## src/hw/rtl/srtf_pkg.sv

```systemverilog
// ----------------------------------------------------------------------------
// srtf_pkg
// Shared widths, field codes and register indexes of the
// shortest-remaining-time scheduler.
// ----------------------------------------------------------------------------
package srtf_pkg;

    localparam int PID_W      = 8;
    localparam int REM_W      = 16;
    localparam int TMR_W      = 4;
    localparam int CNT_W      = 8;

    // stream payload widths
    localparam int S_TDATA_W  = 32;
    localparam int M_TDATA_W  = 40;
    localparam int OUT_BITS   = 37;

    // configuration port
    localparam int CFG_IDX_W  = 4;
    localparam int CFG_DATA_W = 8;

    localparam logic [CFG_IDX_W-1:0] REG_IO_WAIT_TICKS   = CFG_IDX_W'(0);
    localparam logic [CFG_IDX_W-1:0] REG_TOTAL_PROCESSES = CFG_IDX_W'(1);

    localparam logic [TMR_W-1:0] IO_WAIT_RESET = TMR_W'(3);

    // request kinds on s_tuser
    localparam logic ACT_ARRIVE = 1'b0;
    localparam logic ACT_TICK   = 1'b1;

    // result bit positions inside m_tdata
    localparam int OB_STATUS   = 0;
    localparam int OB_RUN_V    = 1;
    localparam int OB_IO_START = 26;
    localparam int OB_FIN_V    = 27;

    typedef struct packed {
        logic [PID_W-1:0] pid;
        logic [REM_W-1:0] remaining;
        logic [TMR_W-1:0] timer;
    } slot_entry_t;

endpackage

```

## src/hw/rtl/shortest_remaining_time_scheduler.sv

```systemverilog
// ----------------------------------------------------------------------------
// shortest_remaining_time_scheduler
// Preemptive shortest-remaining-time-first scheduler over SLOTS process slots.
// ----------------------------------------------------------------------------
// Requests come in on the s_ stream. s_tuser selects the kind: an arrival
// loads process_id and burst_time into the lowest free slot, a tick ages the
// I/O timers, picks the ready slot with least remaining time (lowest slot on
// ties) and then retires, runs or blocks it. Every request gives exactly one
// result on the m_ stream. Registers are written on the cfg_ channel, which
// is always ready; write them only while the block is idle.
// Process id, remaining time and timer live in one RAM with registered read;
// used and waiting flags are flip-flops.
// An arrival goes from accept straight to the done state; a tick walks
// the slots (one RAM read per slot, pipelined with the timer write-back),
// then updates the pick in its own state before the done state. One
// request is in work at a time; s_tready is high only while the block is
// idle, so a new request is taken only once the last result is registered.
// The result sits in an output register, so the next request is accepted
// while m_ waits; a finished result stalls in the block while that register
// is still full. Reset frees all slots, clears the retired count, sets
// io_wait_ticks to 3 and total_processes to 0. No clearing pass is needed.
// ----------------------------------------------------------------------------
module shortest_remaining_time_scheduler #(
    parameter int SLOTS = 8
) (
    input  logic                             aclk,
    input  logic                             aresetn,
    // request stream
    input  logic                             s_tvalid,
    output logic                             s_tready,
    // process_id[7:0], burst_time[23:8], io_event[24], zero[31:25]
    input  logic [srtf_pkg::S_TDATA_W-1:0]   s_tdata,
    // action[0]
    input  logic                             s_tuser,
    // result stream
    output logic                             m_tvalid,
    input  logic                             m_tready,
    // status[0], running_valid[1], running_id[9:2], remaining_left[25:10],
    // io_started[26], finished_valid[27], finished_id[35:28], all_done[36],
    // zero[39:37]
    output logic [srtf_pkg::M_TDATA_W-1:0]   m_tdata,
    // configuration writes
    input  logic                             cfg_valid,
    output logic                             cfg_ready,
    input  logic [srtf_pkg::CFG_IDX_W-1:0]   cfg_index,
    input  logic [srtf_pkg::CFG_DATA_W-1:0]  cfg_data
);

    import srtf_pkg::*;

    localparam int SLOT_W = (SLOTS > 1) ? $clog2(SLOTS) : 1;
    localparam logic [SLOT_W-1:0] LAST_SLOT = SLOT_W'(SLOTS - 1);

    localparam logic [1:0] ST_IDLE = 2'd0;
    localparam logic [1:0] ST_WALK = 2'd1;
    localparam logic [1:0] ST_PICK = 2'd2;
    localparam logic [1:0] ST_DONE = 2'd3;

    typedef struct packed {
        logic             status;
        logic             running_valid;
        logic [PID_W-1:0] running_id;
        logic [REM_W-1:0] remaining_left;
        logic             io_started;
        logic             finished_valid;
        logic [PID_W-1:0] finished_id;
    } result_t;

    // control state
    logic [1:0]       state_reg, state_next;
    logic [SLOTS-1:0] used_reg, used_next;
    logic [SLOTS-1:0] waiting_reg, waiting_next;
    logic [CNT_W-1:0] retired_reg, retired_next;
    logic [TMR_W-1:0] io_wait_reg, io_wait_next;
    logic [CNT_W-1:0] total_reg, total_next;
    logic             m_tvalid_reg, m_tvalid_next;
    logic             issue_reg, issue_next;
    logic             chk_valid_reg, chk_valid_next;
    logic             best_valid_reg, best_valid_next;

    // payload
    logic [SLOT_W-1:0]    rd_idx_reg, rd_idx_next;
    logic [SLOT_W-1:0]    chk_idx_reg, chk_idx_next;
    logic [SLOT_W-1:0]    best_idx_reg, best_idx_next;
    logic [REM_W-1:0]     best_rem_reg, best_rem_next;
    logic [PID_W-1:0]     best_pid_reg, best_pid_next;
    logic                 io_reg, io_next;
    result_t              res_reg, res_next;
    logic [M_TDATA_W-1:0] m_tdata_reg, m_tdata_next;

    // memory port
    logic              ram_we;
    logic [SLOT_W-1:0] ram_waddr;
    slot_entry_t       ram_wdata;
    logic              ram_re;
    slot_entry_t       ram_rdata;

    // lowest free slot
    logic              free_found;
    logic [SLOT_W-1:0] free_idx;

    // walk helpers
    logic chk_used;
    logic chk_wait;
    logic chk_expire;
    logic chk_ready;

    srtf_ram #(
        .WIDTH ($bits(slot_entry_t)),
        .DEPTH (SLOTS)
    ) u_slot_ram (
        .aclk  (aclk),
        .we    (ram_we),
        .waddr (ram_waddr),
        .wdata (ram_wdata),
        .re    (ram_re),
        .raddr (rd_idx_reg),
        .rdata (ram_rdata)
    );

    always_comb begin
        free_found = 1'b0;
        free_idx   = '0;
        for (int i = SLOTS - 1; i >= 0; i--) begin
            if (!used_reg[i]) begin
                free_found = 1'b1;
                free_idx   = SLOT_W'(i);
            end
        end
    end

    assign chk_used   = used_reg[chk_idx_reg];
    assign chk_wait   = waiting_reg[chk_idx_reg];
    assign chk_expire = ram_rdata.timer <= TMR_W'(1);
    assign chk_ready  = chk_used && (!chk_wait || chk_expire);

    always_comb begin
        state_next      = state_reg;
        used_next       = used_reg;
        waiting_next    = waiting_reg;
        retired_next    = retired_reg;
        io_wait_next    = io_wait_reg;
        total_next      = total_reg;
        m_tvalid_next   = m_tvalid_reg;
        issue_next      = issue_reg;
        chk_valid_next  = 1'b0;
        best_valid_next = best_valid_reg;
        rd_idx_next     = rd_idx_reg;
        chk_idx_next    = chk_idx_reg;
        best_idx_next   = best_idx_reg;
        best_rem_next   = best_rem_reg;
        best_pid_next   = best_pid_reg;
        io_next         = io_reg;
        res_next        = res_reg;
        m_tdata_next    = m_tdata_reg;
        ram_we          = 1'b0;
        ram_waddr       = '0;
        ram_wdata       = '0;
        ram_re          = 1'b0;

        if (cfg_valid) begin
            case (cfg_index)
                REG_IO_WAIT_TICKS:   io_wait_next = cfg_data[TMR_W-1:0];
                REG_TOTAL_PROCESSES: total_next   = cfg_data[CNT_W-1:0];
                default: ;
            endcase
        end

        if (m_tvalid_reg && m_tready) begin
            m_tvalid_next = 1'b0;
        end

        case (state_reg)
            ST_IDLE: begin
                if (s_tvalid) begin
                    res_next = '0;
                    if (s_tuser == ACT_ARRIVE) begin
                        if (free_found) begin
                            ram_we                 = 1'b1;
                            ram_waddr              = free_idx;
                            ram_wdata.pid          = s_tdata[7:0];
                            ram_wdata.remaining    = s_tdata[23:8];
                            ram_wdata.timer        = '0;
                            used_next[free_idx]    = 1'b1;
                            waiting_next[free_idx] = 1'b0;
                        end else begin
                            res_next.status = 1'b1;
                        end
                        state_next = ST_DONE;
                    end else begin
                        io_next         = s_tdata[24];
                        issue_next      = 1'b1;
                        rd_idx_next     = '0;
                        best_valid_next = 1'b0;
                        state_next      = ST_WALK;
                    end
                end
            end
            ST_WALK: begin
                if (issue_reg) begin
                    ram_re         = 1'b1;
                    chk_valid_next = 1'b1;
                    chk_idx_next   = rd_idx_reg;
                    if (rd_idx_reg == LAST_SLOT) begin
                        issue_next = 1'b0;
                    end else begin
                        rd_idx_next = rd_idx_reg + SLOT_W'(1);
                    end
                end
                if (chk_valid_reg) begin
                    // age the timer of a blocked slot and write it back
                    if (chk_used && chk_wait) begin
                        ram_we          = 1'b1;
                        ram_waddr       = chk_idx_reg;
                        ram_wdata       = ram_rdata;
                        if (chk_expire) begin
                            ram_wdata.timer           = '0;
                            waiting_next[chk_idx_reg] = 1'b0;
                        end else begin
                            ram_wdata.timer = ram_rdata.timer - TMR_W'(1);
                        end
                    end
                    // strict less-than keeps the lowest slot on ties
                    if (chk_ready &&
                        (!best_valid_reg || ram_rdata.remaining < best_rem_reg)) begin
                        best_valid_next = 1'b1;
                        best_idx_next   = chk_idx_reg;
                        best_rem_next   = ram_rdata.remaining;
                        best_pid_next   = ram_rdata.pid;
                    end
                    if (chk_idx_reg == LAST_SLOT) begin
                        state_next = ST_PICK;
                    end
                end
            end
            ST_PICK: begin
                if (best_valid_reg) begin
                    if (best_rem_reg == '0) begin
                        used_next[best_idx_reg]    = 1'b0;
                        waiting_next[best_idx_reg] = 1'b0;
                        res_next.finished_valid    = 1'b1;
                        res_next.finished_id       = best_pid_reg;
                        if (retired_reg != '1) begin
                            retired_next = retired_reg + CNT_W'(1);
                        end
                    end else begin
                        ram_we                  = 1'b1;
                        ram_waddr               = best_idx_reg;
                        ram_wdata.pid           = best_pid_reg;
                        ram_wdata.remaining     = best_rem_reg - REM_W'(1);
                        ram_wdata.timer         = io_reg ? io_wait_reg : '0;
                        res_next.running_valid  = 1'b1;
                        res_next.running_id     = best_pid_reg;
                        res_next.remaining_left = best_rem_reg - REM_W'(1);
                        if (io_reg) begin
                            waiting_next[best_idx_reg] = 1'b1;
                            res_next.io_started        = 1'b1;
                        end
                    end
                end
                state_next = ST_DONE;
            end
            ST_DONE: begin
                if (!m_tvalid_reg || m_tready) begin
                    m_tvalid_next = 1'b1;
                    m_tdata_next  = {{(M_TDATA_W - OUT_BITS){1'b0}},
                                     (retired_reg >= total_reg),
                                     res_reg.finished_id,
                                     res_reg.finished_valid,
                                     res_reg.io_started,
                                     res_reg.remaining_left,
                                     res_reg.running_id,
                                     res_reg.running_valid,
                                     res_reg.status};
                    state_next    = ST_IDLE;
                end
            end
            default: begin
                state_next = ST_IDLE;
            end
        endcase
    end

    always_ff @(posedge aclk) begin
        if (!aresetn) begin
            state_reg      <= ST_IDLE;
            used_reg       <= '0;
            waiting_reg    <= '0;
            retired_reg    <= '0;
            io_wait_reg    <= IO_WAIT_RESET;
            total_reg      <= '0;
            m_tvalid_reg   <= 1'b0;
            issue_reg      <= 1'b0;
            chk_valid_reg  <= 1'b0;
            best_valid_reg <= 1'b0;
        end else begin
            state_reg      <= state_next;
            used_reg       <= used_next;
            waiting_reg    <= waiting_next;
            retired_reg    <= retired_next;
            io_wait_reg    <= io_wait_next;
            total_reg      <= total_next;
            m_tvalid_reg   <= m_tvalid_next;
            issue_reg      <= issue_next;
            chk_valid_reg  <= chk_valid_next;
            best_valid_reg <= best_valid_next;
        end
    end

    always_ff @(posedge aclk) begin
        rd_idx_reg   <= rd_idx_next;
        chk_idx_reg  <= chk_idx_next;
        best_idx_reg <= best_idx_next;
        best_rem_reg <= best_rem_next;
        best_pid_reg <= best_pid_next;
        io_reg       <= io_next;
        res_reg      <= res_next;
        m_tdata_reg  <= m_tdata_next;
    end

    assign s_tready  = (state_reg == ST_IDLE);
    assign cfg_ready = 1'b1;
    assign m_tvalid  = m_tvalid_reg;
    assign m_tdata   = m_tdata_reg;

endmodule

```

## src/hw/rtl/srtf_ram.sv

```systemverilog
// ----------------------------------------------------------------------------
// srtf_ram
// Generic simple dual-port RAM: one write port, one read port with
// registered read data.
// ----------------------------------------------------------------------------
module srtf_ram #(
    parameter int WIDTH = 28,
    parameter int DEPTH = 8
) (
    input  logic                     aclk,
    input  logic                     we,
    input  logic [$clog2(DEPTH)-1:0] waddr,
    input  logic [WIDTH-1:0]         wdata,
    input  logic                     re,
    input  logic [$clog2(DEPTH)-1:0] raddr,
    output logic [WIDTH-1:0]         rdata
);

    logic [WIDTH-1:0] mem [DEPTH];

    always_ff @(posedge aclk) begin
        if (we) begin
            mem[waddr] <= wdata;
        end
        if (re) begin
            rdata <= mem[raddr];
        end
    end

endmodule

```

## config.mk

```make
export PLATFORM = sky130hd
export DESIGN_NAME = shortest_remaining_time_scheduler
export DESIGN_NICKNAME = d
export VERILOG_FILES = /design/src/hw/rtl/srtf_pkg.sv /design/src/hw/rtl/shortest_remaining_time_scheduler.sv /design/src/hw/rtl/srtf_ram.sv
export SDC_FILE = /design/constraint.sdc
export NUM_CORES = 1
export LEC_CHECK = 0
export BUFFER_PORTS_ARGS = -buffer_cell sky130_fd_sc_hd__buf_4
export CAP_MARGIN = 15
export CORE_MARGIN = 3
export CORE_UTILIZATION = 60
export DETAILED_ROUTE_END_ITERATION = 12
export PLACE_DENSITY = 0.77
export SLEW_MARGIN = 20
export SYNTH_ARGS = -nofsm -noshare
export SYNTH_HDL_FRONTEND = slang
export SYNTH_SLANG_ARGS = --single-unit
```

## constraint.sdc

```tcl
create_clock -name aclk -period 8.8 [get_ports aclk]
set_input_delay 0.88 -clock aclk [delete_from_list [all_inputs] [get_ports aclk]]
set_output_delay 0.88 -clock aclk [all_outputs]
set_load 0.005 [all_outputs]
```

==> Yosys cells after proc, flatten, opt, wreduce, memory -nomap -nowiden <==
Memories as Yosys holds them, arrays and structs flattened. A register that Yosys moved wholly into a read port is not among the register bits.
Cells that the tools add are included.
{ "word_totals": {"reg_bits": 149, "latch_bits": 0, "ram_bits": 224, "romBits": 0, "input_bits": 50, "output_inout_bits": 43, "wordCells": 210, "mem_count": 1} }
{ "op_classes": {"add_sub_neg": 4, "multipliers": 0, "div": 0, "magnitude_cmp": 9, "n_eq_ne": 24, "shifts": 0, "muxes": 103, "bitwise_logic": 9, "reduce_logical": 36} }
{ "memory_table": {"columns": ["memory", "depth", "width", "rd", "rd_clocked_by_memory_dff", "wr", "line", "rtl"], "rows": [
  ["u_slot_ram.mem", 8, 28, 1, 1, 1, "srtf_ram.sv:19", "logic [WIDTH-1:0] mem [DEPTH];"]
]} }
{ "op_table": {"columns": ["cell", "n"], "rows": [
  ["$mux 28", 7],
  ["$mux 8", 14],
  ["$pmux 28 s3", 1],
  ["$mux 35", 2],
  ["$pmux 35 s2", 1],
  ["$mux 3", 19],
  ["$mux 1", 37],
  ["$and 8x8->8", 4],
  ["$ne 2x2->1 const B", 14],
  ["$mux 26", 1],
  ["$not 8->8", 3],
  ["$pmux 8 s3", 1],
  ["$logic_not 16->1", 1],
  ["$lt 16x16->1", 1],
  ["$or 8x8->8", 2],
  ["$pmux 8 s2", 1],
  ["$reduce_and 4->1", 4],
  ["$sub 16x1->16 const B", 1],
  ["$reduce_and 5->1", 3],
  ["$lt 3x4->1 const B", 3],
  ["$mux 2", 5],
  ["$reduce_and 2->1", 5],
  ["$demux 1 s3", 3],
  ["$ge 3x1->1 const B", 3],
  ["30 further kinds", 49]
]} }

==> Logic depth before layout (Yosys ltp) <==
{ "logic_depth": {"ltp_word": 18, "ltp_mapped": 9, "depth_no_buf": 8} }

==> Cells and area by module <==
Synthesis repeated with hierarchy kept, for this count alone.
{ "unflattened": {"hier_cells": 1009, "hier_area_um2": 16646.0} }
{ "modules_own_cells": {"columns": ["module", "instances", "cells_each", "area_each_um2", "seq_area_each_um2"], "rows": [
  ["srtf_ram", 1, 364, 9322.7, 7567.3],
  ["shortest_remaining_time_scheduler", 1, 645, 7323.3, 4053.9]
]} }

==> Worst setup path after synthesis <==
OpenSTA, ideal clock, no wires.
{ "synth_path": {"path_kind": "register to register", "startpoint": "register chk_idx_reg[0]", "endpoint": "memory u_slot_ram.mem[0][0] (enable)", "setup_ns": 0.413, "t_arrival_ns": 3.149, "required_time_ns": 8.387, "slack_ns": 5.238, "stages_incl_launch_ff": 8, "path_buffers": 1, "period_less_slack_ns": 3.562, "cell_sequence": "edfxtp_1 buf_6 mux4_2 nand3b_2 a21oi_2 a221o_1 or2_4 nor2_1"} }
{ "synth_via": {"elab_chain_cells": 8, "word_cells_on_any_way": 13, "cone_classes": "12 x mux; 1 x reduce/logical"} }
{ "synth_lines": {"columns": ["item", "line", "rtl"], "rows": [
  ["start, declared", "shortest_remaining_time_scheduler.sv:83", "logic [SLOT_W-1:0] chk_idx_reg, chk_idx_next;"],
  ["start signal, assigned", "shortest_remaining_time_scheduler.sv:312", "chk_idx_reg <= chk_idx_next;"],
  ["$bmux 1 s3, on equally long branches", "shortest_remaining_time_scheduler.sv:132, shortest_remaining_time_scheduler.sv:133", null],
  ["$mux 1, on equally long branches", "shortest_remaining_time_scheduler.sv:132, shortest_remaining_time_scheduler.sv:133", null],
  ["$logic_and 1x1->1", "shortest_remaining_time_scheduler.sv:212", "if (chk_used && chk_wait) begin"],
  ["$mux 1", "shortest_remaining_time_scheduler.sv:212", null],
  ["$mux 1", "shortest_remaining_time_scheduler.sv:210", "if (chk_valid_reg) begin"],
  ["$pmux 1 s3", "shortest_remaining_time_scheduler.sv:173", "case (state_reg)"],
  ["$mux 1", "srtf_ram.sv:22", "if (we) begin"],
  ["$mux 1 (implied by the code)", "srtf_ram.sv:23", "mem[waddr] <= wdata;"],
  ["end, declared", "srtf_ram.sv:19", null]
]} }
Parallel ways exist; a longest one is shown, timed or not. The select of a mux whose other input is x is not followed.

==> Worst setup path after layout <==
{ "layout_path": {"startpoint": "register chk_idx_reg[0]", "endpoint": "memory u_slot_ram.mem[0][7] (enable)"} }
Same word-level chain as after synthesis.

==> impl_metrics.json <==
{
  "drt-total-wl_um": 36190,
  "antenna_found_initial": 0,
  "layout-drive-gt1-share": 0.2323,
  "drt_first_iter_violations": 1293,
  "cp_slowest_cell": "mux4_1",
  "cts_post_setup_buffers_inserted": 0,
  "rsz0062_at_grt": "no",
  "pwr-share-clk": 0.328,
  "hold_violations": 0,
  "die_h_um": 172.3,
  "fmax_ghz": 0.2389,
  "drtPass1Iterations": 6,
  "combPwrFrac": 0.180,
  "swShare": 0.2615,
  "grt_pass1_wl_um": 54980,
  "synth_edf_count": 359,
  "seq_power_share": 0.491,
  "synth_area_sq_um": 16590,
  "p_per_area_nw_per_um2": 263.4,
  "async_flop_share": 0,
  "pre_cts_ws_ns": 4.681,
  "finalSetupViolCount": 0,
  "min_period_ns": 4.186,
  "cts_tree": "yes",
  "grt.total_usage": 0.2451,
  "slowest_delay_ns": 0.74,
  "max-slew-margin-rel": 0.2819,
  "maxCapViolCount": 0,
  "syn_avg_cell_area_sq_um": 16.33,
  "cts.path.max_buffers": 3,
  "endpoint_kind": "flop",
  "ctsHoldBuffers": 0,
  "cts_resized": 0,
  "path_class": "flop to flop",
  "die_x_um": 172.3,
  "crit_fanout": 18,
  "rows": 60,
  "synth-seq-cells": 401,
  "fin_cells": 1517,
  "nets": 1198,
  "power_switching_mw": 1.305,
  "slew_violations": 0,
  "total_power_mw": 4.989,
  "synthCells": 1016,
  "yosysUniqueCellTypes": 74,
  "grt_overflow_total": 0,
  "areaGrowthSynthToFinish_pct": 14.19,
  "outcome": "complete, no violations",
  "final_cell_mix": "edfxtp_1 (359), buf_4 (101), nor2_1 (61)",
  "vias_per_cell": 6.243,
  "remaining_drc_errors": 0,
  "worstMarginPinSlew_ns": 1.077,
  "io_buffers": 81,
  "cp_data_arrival_time_ns": 4.38,
  "clock_sinks": 401,
  "num-fill-cells": 1719,
  "skew_ns": 0.01989,
  "cts_buffers": 40,
  "dp_cells": 1442,
  "ir_drop_uv": 131.7,
  "grt_max_degree": 59,
  "power.leakage_nw": 6.482,
  "die_area_sq_um": 29680,
  "crit_family": "simple AND/OR/NAND/NOR gates",
  "required_ns": 8.99,
  "cp-start-kind": "flop",
  "final_common_cell": "edfxtp_1",
  "p_int_mw": 3.685,
  "routedWlPerCell_um": 23.86,
  "cts-root-buf": "clkbuf_16",
  "clk_latency_ns": 0.54,
  "fin_ws_ns": 4.614,
  "critPathBufInv": 1,
  "largest_register_ffs": 224,
  "via_count": 9471,
  "num_antenna_cells": 0,
  "yosys_warnings": 0,
  "hpwl_um": 21920,
  "crit_chain": "mux4_1, nand3_1, a21oi_2, a221o_1, or2_4, nor2_2, buf_4",
  "start_util": 0.6121,
  "clk_pin_slew_worst_paths_ns": 0.06,
  "grt_pass1_vias": 9507,
  "h-tree-depth": 2,
  "min_path_type": "flop to flop",
  "gp_congestion": 0.8782,
  "ys.flop_type": "edfxtp_1",
  "drtAntennaViolNets": 0,
  "yosysSeqAreaShare": 0.7005,
  "tns_ns": 0,
  "coreArea_sq_um": 27100,
  "num_io_pins": 93,
  "period_share": 0.4757
}
## kinds of logic after synthesis
group           synth area share
simple gates             0.06863
xor+xnor                0.009503
other cells            0.0004527
buf+inv                  0.02210
compound gates           0.06283
mux                       0.1096
fa+ha+maj                0.02640
flops                     0.7005
## cell type report
| class | count | area (sq um) | area share |
|---|---|---|---|
| Sequential cell | 401 | 11620 | 0.6135 |
| Clock inverter | 24 | 195.2 | 0.01030 |
| Inverter | 40 | 150.1 | 0.007926 |
| Tap cell | 372 | 465.4 | 0.02457 |
| Multi-Input combinational cell | 528 | 4656 | 0.2458 |
| Timing Repair Buffer | 102 | 785.8 | 0.04148 |
| Clock buffer | 50 | 1070 | 0.05647 |
## synthesized netlist by cell type, types with 3 or more instances
cell | count | share of area
edfxtp_1 | 359 | 0.65
nor2_1 | 69 | 0.016
mux4_2 | 57 | 0.077
nand2_1 | 45 | 0.010
dfxtp_1 | 42 | 0.051
inv_1 | 39 | 0.0088
a21oi_1 | 37 | 0.011
ha_1 | 35 | 0.026
clkbuf_1 | 32 | 0.0072
mux2_2 | 28 | 0.019
nand3_1 | 23 | 0.0069
o21ai_0 | 23 | 0.0069
mux2i_1 | 14 | 0.0084
a222oi_1 | 13 | 0.0078
nand4_1 | 13 | 0.0049
and2_1 | 12 | 0.0045
a22oi_1 | 11 | 0.0050
nand2b_1 | 11 | 0.0041
xnor2_1 | 11 | 0.0058
a21o_1 | 8 | 0.0036
a311oi_1 | 8 | 0.0042
buf_2 | 7 | 0.0021
nor3_1 | 7 | 0.0021
xor2_1 | 7 | 0.0037
and3_1 | 6 | 0.0023
o2111ai_1 | 6 | 0.0032
o211ai_1 | 6 | 0.0027
or3_1 | 6 | 0.0023
a211oi_1 | 5 | 0.0023
nor4_1 | 5 | 0.0019
o31ai_1 | 5 | 0.0023
a31oi_1 | 4 | 0.0015
buf_1 | 4 | 0.00090
buf_4 | 4 | 0.0018
and4_1 | 3 | 0.0016
mux4_1 | 3 | 0.0048
nor2b_1 | 3 | 0.0011
## layer usage
metal,up-vias,GRT usage,wire [um]
met1,4767,0.3508,15030
met3,55,0.03978,2754
met4,0,0.07324,744
met5,-,0,0
li1,4205,-,-
met2,444,0.3961,17660
## through the flow
step	instance area [sq um]	hold WS, ns	util
final	18940	0.4124	0.6990
after global routing	18940	0.4137	0.6990
after CTS	18920	0.4126	0.6980
after detailed placement	17650	0.4045	0.6513
after global placement	17650	0.4011	0.6513
after floorplan	16600	0.4003	-
## power by group through the flow
stage,clock network [mW],logic (mW),registers (mW)
3_3_place_gp,0,0.862,2.48
3_5_place_dp,0,0.885,2.49
2_1_floorplan,0,0.615,2.47
4_1_cts,1.67,0.894,2.45
6_report,1.64,0.899,2.45
5_1_grt,1.75,0.979,2.47
## final timing paths
| check | end | cells past startpoint | slack [ns] | from |
|---|---|---|---|---|
| setup / recovery | u_slot_ram.mem[0][7]$_DFFE_PP_ | 7 | 4.61 | chk_idx_reg[0]$_DFFE_PP_ |
| hold / removal | m_tdata[23]$_DFFE_PP_ | 0 | 0.41 | res_reg[23]$_SDFFCE_PN0P_ |
| setup reg to reg | u_slot_ram.mem[0][7]$_DFFE_PP_ | 7 | 4.61 | chk_idx_reg[0]$_DFFE_PP_ |
| hold reg to reg | m_tdata[23]$_DFFE_PP_ | 0 | 0.41 | res_reg[23]$_SDFFCE_PN0P_ |
Power figures use the tool's default switching activity.
